<file path="src/rtl/bqf_pkg.sv">
// Shared widths, types and register indexes for the biquad IIR filter.
// No dependencies; every other file in rtl/ imports this package.
package bqf_pkg;

  localparam int SAMPLE_W  = 16;
  localparam int COEF_W    = 24;
  localparam int FRAC_W    = 20;
  localparam int PROD_W    = SAMPLE_W + COEF_W;
  // five products plus the rounding term never need more than three extra bits
  localparam int ACC_W     = PROD_W + 3;
  localparam int SHIFT_W   = ACC_W - FRAC_W;
  localparam int NUM_COEF  = 5;
  localparam int CFG_IDX_W = $clog2(NUM_COEF);

  localparam logic [ACC_W-1:0] ROUND_C = ACC_W'(1) << (FRAC_W - 1);

  // coefficient register indexes
  localparam logic [CFG_IDX_W-1:0] IDX_B0 = CFG_IDX_W'(0);
  localparam logic [CFG_IDX_W-1:0] IDX_B1 = CFG_IDX_W'(1);
  localparam logic [CFG_IDX_W-1:0] IDX_B2 = CFG_IDX_W'(2);
  localparam logic [CFG_IDX_W-1:0] IDX_A1 = CFG_IDX_W'(3);
  localparam logic [CFG_IDX_W-1:0] IDX_A2 = CFG_IDX_W'(4);

  // reset values: identity filter (b0 = 1.0)
  localparam logic [COEF_W-1:0] COEF_ONE = COEF_W'(1) << FRAC_W;

  typedef struct packed {
    logic                       restart;
    logic signed [SAMPLE_W-1:0] sample;
  } item_t;

  typedef struct packed {
    logic signed [COEF_W-1:0] b0;
    logic signed [COEF_W-1:0] b1;
    logic signed [COEF_W-1:0] b2;
    logic signed [COEF_W-1:0] a1;
    logic signed [COEF_W-1:0] a2;
  } coef_set_t;

endpackage

</file>
<file path="src/rtl/biquad_iir_filter_top.sv">
// Biquad IIR filter, direct form I. One sample is worked on at a time, as set by the
// single shared 24x16 multiplier stepping through five products plus one accumulate
// and one finish step; the next sample is taken from the queue in the finish step.
// While a result waits on out_ready, a two-entry input queue takes samples until it is full.
// Synchronous active-low reset: coefficients to the identity filter, history zeroed.
// Depends on bqf_pkg, bqf_front, bqf_back.
module biquad_iir_filter_top
  import bqf_pkg::*;
(
  input  logic                       clk,
  input  logic                       rst_n,
  // input sample channel
  input  logic                       in_valid,
  output logic                       in_ready,
  input  logic signed [SAMPLE_W-1:0] in_sample_in,
  input  logic                       in_restart,
  // result channel
  output logic                       out_valid,
  input  logic                       out_ready,
  output logic signed [SAMPLE_W-1:0] out_sample_out,
  output logic                       out_saturated,
  // coefficient write port
  input  logic                       cfg_we,
  input  logic [CFG_IDX_W-1:0]       cfg_idx,
  input  logic [COEF_W-1:0]          cfg_data
);

  coef_set_t coef_r;
  logic      q_valid;
  item_t     q_item;
  logic      q_pop;

  // Coefficient registers, Q3.20. Writes to unused indexes are dropped.
  always_ff @(posedge clk) begin
    if (!rst_n) begin
      coef_r.b0 <= COEF_ONE;
      coef_r.b1 <= '0;
      coef_r.b2 <= '0;
      coef_r.a1 <= '0;
      coef_r.a2 <= '0;
    end else if (cfg_we) begin
      unique case (cfg_idx)
        IDX_B0:  coef_r.b0 <= cfg_data;
        IDX_B1:  coef_r.b1 <= cfg_data;
        IDX_B2:  coef_r.b2 <= cfg_data;
        IDX_A1:  coef_r.a1 <= cfg_data;
        IDX_A2:  coef_r.a2 <= cfg_data;
        default: ;
      endcase
    end
  end

  // Front: accepts sample transfers into the queue.
  bqf_front u_front (
    .clk          (clk),
    .rst_n        (rst_n),
    .in_valid     (in_valid),
    .in_ready     (in_ready),
    .in_sample_in (in_sample_in),
    .in_restart   (in_restart),
    .q_valid      (q_valid),
    .q_item       (q_item),
    .q_pop        (q_pop)
  );

  // Back: multiply-accumulate sequencer, history and output register.
  bqf_back u_back (
    .clk            (clk),
    .rst_n          (rst_n),
    .coef           (coef_r),
    .q_valid        (q_valid),
    .q_item         (q_item),
    .q_pop          (q_pop),
    .out_valid      (out_valid),
    .out_ready      (out_ready),
    .out_sample_out (out_sample_out),
    .out_saturated  (out_saturated)
  );

endmodule

</file>
<file path="src/rtl/bqf_front.sv">
// Input side of the biquad filter: takes sample transfers into a two-entry queue.
// Depends on bqf_pkg.
module bqf_front
  import bqf_pkg::*;
(
  input  logic                       clk,
  input  logic                       rst_n,
  input  logic                       in_valid,
  output logic                       in_ready,
  input  logic signed [SAMPLE_W-1:0] in_sample_in,
  input  logic                       in_restart,
  output logic                       q_valid,
  output item_t                      q_item,
  input  logic                       q_pop
);

  item_t      q_r [2];
  logic       wr_ptr_r, wr_ptr_nxt;
  logic       rd_ptr_r, rd_ptr_nxt;
  logic [1:0] count_r, count_nxt;
  logic       push;

  assign in_ready = (count_r != 2'd2);
  assign push     = in_valid && in_ready;
  assign q_valid  = (count_r != 2'd0);
  assign q_item   = q_r[rd_ptr_r];

  always_comb begin
    wr_ptr_nxt = push  ? ~wr_ptr_r : wr_ptr_r;
    rd_ptr_nxt = q_pop ? ~rd_ptr_r : rd_ptr_r;
    count_nxt  = count_r + 2'(push) - 2'(q_pop);
  end

  always_ff @(posedge clk) begin
    if (!rst_n) begin
      wr_ptr_r <= 1'b0;
      rd_ptr_r <= 1'b0;
      count_r  <= 2'd0;
    end else begin
      wr_ptr_r <= wr_ptr_nxt;
      rd_ptr_r <= rd_ptr_nxt;
      count_r  <= count_nxt;
    end
  end

  always_ff @(posedge clk) begin
    if (push) begin
      q_r[wr_ptr_r] <= '{restart: in_restart, sample: in_sample_in};
    end
  end

  a_no_pop_empty: assert property (@(posedge clk) disable iff (!rst_n)
    q_pop |-> count_r != 2'd0)
    else $error("queue popped while empty");
  a_count_bound: assert property (@(posedge clk) disable iff (!rst_n)
    count_r != 2'd3)
    else $error("queue count out of range");
  a_count_track: assert property (@(posedge clk) disable iff (!rst_n)
    (push && !q_pop) |=> count_r == $past(count_r) + 2'd1)
    else $error("queue count lost a push");

endmodule

</file>
<file path="src/rtl/bqf_back.sv">
// Back end of the biquad filter: shared multiplier, accumulator, round/saturate,
// sample history and output register. Depends on bqf_pkg.
module bqf_back
  import bqf_pkg::*;
(
  input  logic                       clk,
  input  logic                       rst_n,
  input  coef_set_t                  coef,
  input  logic                       q_valid,
  input  item_t                      q_item,
  output logic                       q_pop,
  output logic                       out_valid,
  input  logic                       out_ready,
  output logic signed [SAMPLE_W-1:0] out_sample_out,
  output logic                       out_saturated
);

  // sequencer steps: five multiplies, last accumulate, finish
  localparam logic [2:0] STEP_B0   = 3'd0;
  localparam logic [2:0] STEP_B1   = 3'd1;
  localparam logic [2:0] STEP_B2   = 3'd2;
  localparam logic [2:0] STEP_A2   = 3'd3;
  localparam logic [2:0] STEP_A1   = 3'd4;
  localparam logic [2:0] STEP_LAST = 3'd5;
  localparam logic [2:0] STEP_FIN  = 3'd6;

  localparam logic signed [SAMPLE_W-1:0] SAT_MAX = {1'b0, {(SAMPLE_W-1){1'b1}}};
  localparam logic signed [SAMPLE_W-1:0] SAT_MIN = {1'b1, {(SAMPLE_W-1){1'b0}}};

  logic                       busy_r;
  logic [2:0]                 step_r;
  logic signed [SAMPLE_W-1:0] x_r, x1_r, x2_r, y1_r, y2_r;
  logic signed [PROD_W-1:0]   prod_r, prod_nxt;
  logic signed [ACC_W-1:0]    acc_r, acc_nxt;
  logic                       out_valid_r;
  logic signed [SAMPLE_W-1:0] out_sample_r;
  logic                       out_sat_r;

  logic signed [COEF_W-1:0]   op_c;
  logic signed [SAMPLE_W-1:0] op_s;
  logic signed [ACC_W-1:0]    prod_ext;
  logic [SHIFT_W-1:0]         shifted;
  logic                       sat;
  logic signed [SAMPLE_W-1:0] y_nxt;
  logic                       out_free, fin, issue;

  assign out_free = !out_valid_r || out_ready;
  assign fin      = busy_r && (step_r == STEP_FIN) && out_free;
  assign q_pop    = q_valid && (!busy_r || fin);
  assign issue    = busy_r && (step_r <= STEP_A1);

  // operand select; feedback terms last so y1 is used as late as possible
  always_comb begin
    case (step_r)
      STEP_B0: begin op_c = coef.b0; op_s = x_r;  end
      STEP_B1: begin op_c = coef.b1; op_s = x1_r; end
      STEP_B2: begin op_c = coef.b2; op_s = x2_r; end
      STEP_A2: begin op_c = coef.a2; op_s = y2_r; end
      STEP_A1: begin op_c = coef.a1; op_s = y1_r; end
      default: begin op_c = coef.b0; op_s = x_r;  end
    endcase
    prod_nxt = op_c * op_s;
  end

  assign prod_ext = {{(ACC_W-PROD_W){prod_r[PROD_W-1]}}, prod_r};

  always_comb begin
    acc_nxt = acc_r;
    case (step_r) inside
      STEP_B1:              acc_nxt = ROUND_C + prod_ext;
      STEP_B2, STEP_A2:     acc_nxt = acc_r + prod_ext;
      STEP_A1, STEP_LAST:   acc_nxt = acc_r - prod_ext;
      default:              acc_nxt = acc_r;
    endcase
  end

  // round already folded in; shift and clip
  assign shifted = acc_r[ACC_W-1:FRAC_W];
  assign sat     = !((&shifted[SHIFT_W-1:SAMPLE_W-1]) || !(|shifted[SHIFT_W-1:SAMPLE_W-1]));
  assign y_nxt   = sat ? (shifted[SHIFT_W-1] ? SAT_MIN : SAT_MAX)
                       : $signed(shifted[SAMPLE_W-1:0]);

  always_ff @(posedge clk) begin
    if (!rst_n) begin
      busy_r      <= 1'b0;
      step_r      <= STEP_B0;
      out_valid_r <= 1'b0;
      x1_r        <= '0;
      x2_r        <= '0;
      y1_r        <= '0;
      y2_r        <= '0;
    end else begin
      if (out_valid_r && out_ready) begin
        out_valid_r <= 1'b0;
      end
      if (busy_r && step_r != STEP_FIN) begin
        step_r <= step_r + 3'd1;
      end
      if (fin) begin
        busy_r      <= 1'b0;
        out_valid_r <= 1'b1;
        x2_r        <= x1_r;
        x1_r        <= x_r;
        y2_r        <= y1_r;
        y1_r        <= y_nxt;
      end
      if (q_pop) begin
        busy_r <= 1'b1;
        step_r <= STEP_B0;
        if (q_item.restart) begin
          x1_r <= '0;
          x2_r <= '0;
          y1_r <= '0;
          y2_r <= '0;
        end
      end
    end
  end

  always_ff @(posedge clk) begin
    if (q_pop) begin
      x_r <= q_item.sample;
    end
    if (issue) begin
      prod_r <= prod_nxt;
    end
    if (busy_r) begin
      acc_r <= acc_nxt;
    end
    if (fin) begin
      out_sample_r <= y_nxt;
      out_sat_r    <= sat;
    end
  end

  assign out_valid      = out_valid_r;
  assign out_sample_out = out_sample_r;
  assign out_saturated  = out_sat_r;

  a_pop_when_free: assert property (@(posedge clk) disable iff (!rst_n)
    q_pop |-> (!busy_r || step_r == STEP_FIN))
    else $error("item taken while sequencer busy");
  a_fin_sets_out: assert property (@(posedge clk) disable iff (!rst_n)
    fin |=> out_valid_r)
    else $error("finished result not registered");
  a_step_bound: assert property (@(posedge clk) disable iff (!rst_n)
    busy_r |-> step_r <= STEP_FIN)
    else $error("sequencer step out of range");
  a_fin_no_overwrite: assert property (@(posedge clk) disable iff (!rst_n)
    fin |-> (!out_valid_r || out_ready))
    else $error("result overwritten before transfer");

endmodule

</file>
<file path="config.mk">
export PLATFORM = sky130hd
export DESIGN_NAME = biquad_iir_filter_top
export DESIGN_NICKNAME = d
export VERILOG_FILES = /design/src/rtl/bqf_pkg.sv /design/src/rtl/biquad_iir_filter_top.sv /design/src/rtl/bqf_front.sv /design/src/rtl/bqf_back.sv
export SDC_FILE = /design/constraint.sdc
export NUM_CORES = 2
export LEC_CHECK = 0
export BUFFER_PORTS_ARGS = -buffer_cell sky130_fd_sc_hd__buf_2
export CORE_AREA = 2 2 265 267
export CTS_CLUSTER_SIZE = 20
export DETAILED_ROUTE_END_ITERATION = 12
export DIE_AREA = 0 0 267 269
export PLACE_DENSITY = 0.67
export SKIP_LAST_GASP = 1
export SLEW_MARGIN = 20
export SYNTH_ARGS = -nofsm -noshare
export SYNTH_HDL_FRONTEND = slang
export SYNTH_HIERARCHICAL = 1
export SYNTH_SLANG_ARGS = --single-unit
</file>
<file path="constraint.sdc">
create_clock -name clk -period 19.9 [get_ports clk]
set_input_delay 0 -clock clk [delete_from_list [all_inputs] [get_ports clk]]
set_output_delay 0 -clock clk [all_outputs]
set_load 0.01 [all_outputs]
</file>
## Word-level counts from Yosys, hierarchy flattened

Memories as Yosys holds them, arrays and structs flattened. A register that Yosys moved wholly into a read port is not among the register bits.
Cells that the tools add are included.
W data, S select, Z words.

- Memories kept: 1
- RAM bits: 34
- Word-level logic and storage cells: 101
- Register bits after elaboration: 309
- Input bits: 49

- Multiply operators: 1
- Eq/ne operators: 12
- $lt $le $gt $ge: 1
- Bitwise gates (word level): 3
- Reduce and logical (&&, ||, !) cells: 30
- $add $sub $neg: 6
- Muxes and demuxes: 27

Memories:

| memory | depth | bits a word | read ports | clocked after memory_dff | write ports | line | source |
|---|---|---|---|---|---|---|---|
| u_front.q_r | 2 | 17 | 1 | 1 | 1 | bqf_front.sv:17 | `item_t q_r [2];` |

Operators with widths:

| cell | count |
|---|---|
| $mux W16 | 14 |
| $mux W43 | 3 |
| $pmux W24 S4 | 1 |
| $pmux W16 S4 | 1 |
| $add A43 B40 Y43 | 1 |
| $sub A43 B40 Y43 | 1 |
| $add A21 B40 Y41 const A | 1 |
| $mul A24 B16 Y40 | 1 |
| $eq A3 B2 Y1 const B | 4 |
| $eq A3 B3 Y1 const B | 4 |
| $reduce_and A2 Y1 | 6 |
| $mux W1 | 8 |
| $reduce_and A8 Y1 | 1 |
| $reduce_or A8 Y1 | 1 |
| $logic_and A1 B1 Y1 | 7 |
| $eq A3 B1 Y1 const B | 2 |
| $reduce_bool A2 Y1 | 3 |
| $reduce_or A2 Y1 | 3 |
| $logic_not A1 Y1 | 4 |
| $add A3 B1 Y3 const B | 1 |
| $le A3 B3 Y1 const B | 1 |
| $logic_not A3 Y1 | 1 |
| $logic_or A1 B1 Y1 | 3 |
| $ne A3 B3 Y1 const B | 1 |
| other kinds (5) | 7 |

## Depth between registers and ports, before layout

- Depth after elaboration: 7
- Gate-level depth with buffers: 34
- Gate-level depth less buffers: 31

## Modules after synthesis

The synthesis kept the hierarchy.

By module, submodules not included:

| module | cells an instance | seq. area each (um2) | times used | area an instance (um2) |
|---|---|---|---|---|
| bqf_back | 2817 | 4864.7 | 1 | 24753.7 |
| biquad_iir_filter_top | 421 | 2402.3 | 1 | 4464.3 |
| bqf_front | 81 | 1121.1 | 1 | 1495.2 |

## Worst setup path before layout

Ideal clock, no wire load.

- Path type: reg2reg
- Start point: register u_back.step_r[0]
- End point: register u_back.prod_r[39] (data pin)
- Setup slack: 11.568 ns
- Cell stages (with the launch flop): 31
- Required time: 19.641 ns
- Arrival: 8.073 ns
- Cells stage by stage: dfxtp_1 > inv_1 > ha_1 > nor4_1 > a21oi_1 > clkbuf_1 > buf_1 > buf_1 > nor2_1 > a31oi_1 > nand2_1 > fa_1 > inv_1 > fa_1 > fa_1 > fa_1 > fa_1 > inv_1 > fa_1 > inv_1 > ha_1 > a21o_1 > a21o_1 > a21oi_1 > o2111ai_1 > a221oi_1 > o21ai_0 > a21o_1 > a211oi_1 > a21oi_1 > xnor2_1

- Cells in the longest elaborated chain, start to end: 3
- Elaborated cells between the ends (all ways): 7

Ends and longest elaborated chain:

| item | line | source |
|---|---|---|
| from (decl) | bqf_back.sv:31 | `logic [2:0] step_r;` |
| from (signal assigned) | bqf_back.sv:97 | `step_r <= step_r + 3'd1;` |
| $eq A3 B3 Y1, or another cell as far along | bqf_back.sv:54 | `case (step_r)` |
| $pmux W24 S4 / $pmux W16 S4 (equally long branches) | bqf_back.sv:54 |  |
| $mul A24 B16 Y40 * | bqf_back.sv:62 | `prod_nxt = op_c * op_s;` |
| via u_back.prod_nxt[39] | bqf_back.sv:33 | `logic signed [PROD_W-1:0] prod_r, prod_nxt;` |
| to (signal assigned) | bqf_back.sv:125 | `prod_r <= prod_nxt;` |
| to (decl) | bqf_back.sv:33 |  |

Mark *: on every way through the listed nets, which the timed path passes. The rest lies on a longest branch.
A chain may end at the register's enable or synchronous reset.

## Worst setup path in the final report

- Start point: register u_back.step_r[2]
- End point: register u_back.prod_r[39] (data pin)

The elaborated chain is that of the path after synthesis.

==> impl_metrics.py <==
metrics = {
    "die": {
        "die_area_um2": 71820,
        "core_um2": 69300,
        "die_y_um": 269,
        "fp-row-count": 97,
        "initial_core_util_pct": 44.32,
        "die_x_um": 267,
        "num_io_pins": 68,
    },
    "sta": {
        "max-slew-margin-rel_pct": 18.35,
        "clock_skew_ns": 0.02274,
        "slew_viol_final": 0,
        "finalSetupTns_ns": 0,
        "period_share_pct": 49.90,
        "period_needed_ns": 9.930,
        "hold_viol_final": 0,
        "fmax_mhz": 100.7,
        "setup_viol": 0,
        "rsz0062_at_grt": "no",
        "tightestPinTransition_ns": 1.191,
    },
    "global_routing": {
        "grt.total_usage_pct": 22.26,
        "grt_max_degree": 85,
        "grt.overflow.total": 0,
        "grt_first_pass_wirelength_mm": 126.3,
        "grt_pass1_vias": 23110,
        "antenna_found_initial": 0,
    },
    "clocking": {
        "numCtsBuffers": 39,
        "cts_tree": "yes",
        "ctsRootBufferMaster": "clkbuf_16",
        "htree_levels": 2,
        "clk_path_buf_depth": 3,
        "cts.sinks": 344,
        "clk_latency_ns": 0.55,
        "cts_resized": 0,
        "path_clk_slew_ns": 0.06,
    },
    "route": {
        "via_count": 23090,
        "dr.pass1.iters": 6,
        "first_iter_violations": 1844,
        "via_per_inst": 5.308,
        "wirelength_mm": 78.23,
        "wl_per_cell_um": 17.98,
        "antenna_left": 0,
        "remaining_drc_errors": 0,
    },
    "critical_path": {
        "endpoint_kind": "register",
        "worstPathArrival_ns": 10.23,
        "r2r_start": "u_back/step_r[2]",
        "critPathMaxFanout": 70,
        "crit_type": "register to register",
        "crit_path_start": "u_back/step_r[2]",
        "worst_ep_required_time_ns": 20.20,
        "startpoint_type": "register",
    },
    "final_layout": {
        "syn_to_final_growth_pct": 10.02,
        "final_nets": 3955,
        "drive_gt1_share_pct": 7.038,
        "diodes": 0,
        "fin_util_pct": 48.76,
    },
    "run_status": {
        "status": "finished, final reports clean",
    },
    "synthesis": {
        "yosysSeqAreaShare_pct": 27.31,
        "synth.distinct_cells": 74,
        "yosys.area.top_type": "fa_1",
        "yosysWarnings": 6,
        "synthCells": 3319,
        "synth_edf_count": 150,
        "yosysMostFrequentCell": "nand2_1",
        "synth_top_area_share_pct": 24.44,
        "async_flop_share_pct": 0,
        "synth_flop_cell": "dfxtp_1",
        "synth_nets": 3892,
        "netlist_area_um2": 30710,
        "synth_area_per_cell_um2": 9.254,
        "ys_top_cells_by_area": "fa_1 24%, edfxtp_1 15%, dfxtp_1 13%, nand2_1 7.2%, ha_1 6.1%",
        "synth_common_cells": "587 x nand2_1, 460 x inv_1, 375 x fa_1",
        "ys_ff_latch": 344,
    },
    "place": {
        "gp_congestion": 0.9651,
        "port_buffers": 67,
        "dp_hpwl_mm": 59.36,
    },
    "min_path": {
        "min_from": "in_restart",
        "min_path_type": "input port to register",
    },
    "job": {
        "maxCapViolCount": 0,
    },
}
[layer usage]
layer,up-vias,global-route usage [%],routed length (µm)
li1,10900,-,-
met1,11250,31.47,35220
met2,815,34.98,34580
met3,123,4.393,6445
met4,0,5.891,1989
met5,-,0,0
[state kept, by name, summed over array words and instances (netlist names), named ones only]
| signal | count |
|---|---|
| coef_r | 120 |
| u_back/acc_r | 43 |
| u_back/prod_r | 40 |
| u_front/q_r | 34 |
| u_back/out_sample_out | 16 |
| u_back/x1_r | 16 |
| u_back/x2_r | 16 |
| u_back/x_r | 16 |
| u_back/y1_r | 16 |
| u_back/y2_r | 16 |
| u_back/step_r | 3 |
| u_front/count_r | 2 |
| u_back/busy_r | 1 |
| u_back/out_saturated | 1 |
| u_back/out_valid | 1 |
| u_front/rd_ptr_r | 1 |
| u_front/wr_ptr_r | 1 |
[area by class of cell]
class,instances,area (µm²)
fill,6442,35510
multi-input combinational,2369,20060
sequential,344,8388
inverter,461,1730
timing repair buffer,167,1211
tap,940,1176
clock buffer,51,1052
clock inverter,18,175.2
[worst max-delay path, cell delays in order (launching register included)]
cell and delay (ns):
dfxtp_1 0.63, nor4_1 0.17, a21oi_4 0.14, buf_4 0.46
buf_4 0.74, mux2i_1 1.05, nor2_1 0.16, fa_1 0.59
inv_1 0.07, fa_1 0.51, fa_1 0.51, inv_1 0.05
fa_1 0.44, fa_1 0.53, inv_1 0.05, fa_1 0.47
inv_1 0.04, ha_1 0.35, a21o_1 0.19, a21o_1 0.17
a21oi_1 0.28, o2111ai_1 0.22, a221oi_1 0.66, o21ai_0 0.26
a21o_1 0.24, a211oi_1 0.31, a21oi_1 0.13, xnor2_1 0.15
[through the flow]
step	hold WS, ns	setup WS, ns	cell area (µm²)	cells
CTS	0.1429	10.07	33780	4350
global route	0.1690	9.442	33790	4350
floorplan	0.09887	11.57	30710	3319
detailed placement	0.1935	10.10	32060	4232
global placement	0.1881	10.17	32060	4232
finish	0.1790	9.970	33790	4350
[kinds of logic after synthesis]
logic type	count (synthesis)	synth area share (%)
simple gates	1025	13.95
mux	176	5.834
xor+xnor	143	4.078
flops	344	27.31
fa+ha+maj	524	30.51
compound gates	501	10.44
buf+inv	606	7.879
[what timing repair did]
action,4_1_cts,5_1_grt
hold endpoints to repair,162,0
hold buffers,49,0
setup buffers,0,0
[path summary, 6_finish.rpt]
check | depth (start not counted) | slack (ns) | endpoint
max | 27 | 9.97 | u_back/prod_r[39]
min | 2 | 0.18 | u_front/q_r[0][16]
max reg2reg | 27 | 9.97 | u_back/prod_r[39]
min reg2reg | 2 | 0.45 | u_back/x2_r[15]
[layout by cell type (no fill, tap or decap), types with 45 or more instances in the layout]
| cell | n |
|---|---|
| dlygate4sd3_1 | 49 |
| a21oi_1 | 139 |
| fa_1 | 375 |
| inv_1 | 459 |
| a22oi_1 | 80 |
| xnor2_1 | 101 |
| nor2_1 | 279 |
| a31oi_1 | 45 |
| o21ai_0 | 79 |
| ha_1 | 148 |
| buf_4 | 52 |
| mux2i_1 | 151 |
| buf_2 | 66 |
| dfxtp_1 | 194 |
| edfxtp_1 | 150 |
| a21o_1 | 60 |
| nand2_1 | 586 |
Power is not shown: default switching activity piles up to over one toggle a cycle in this logic, so the estimate is an artifact.
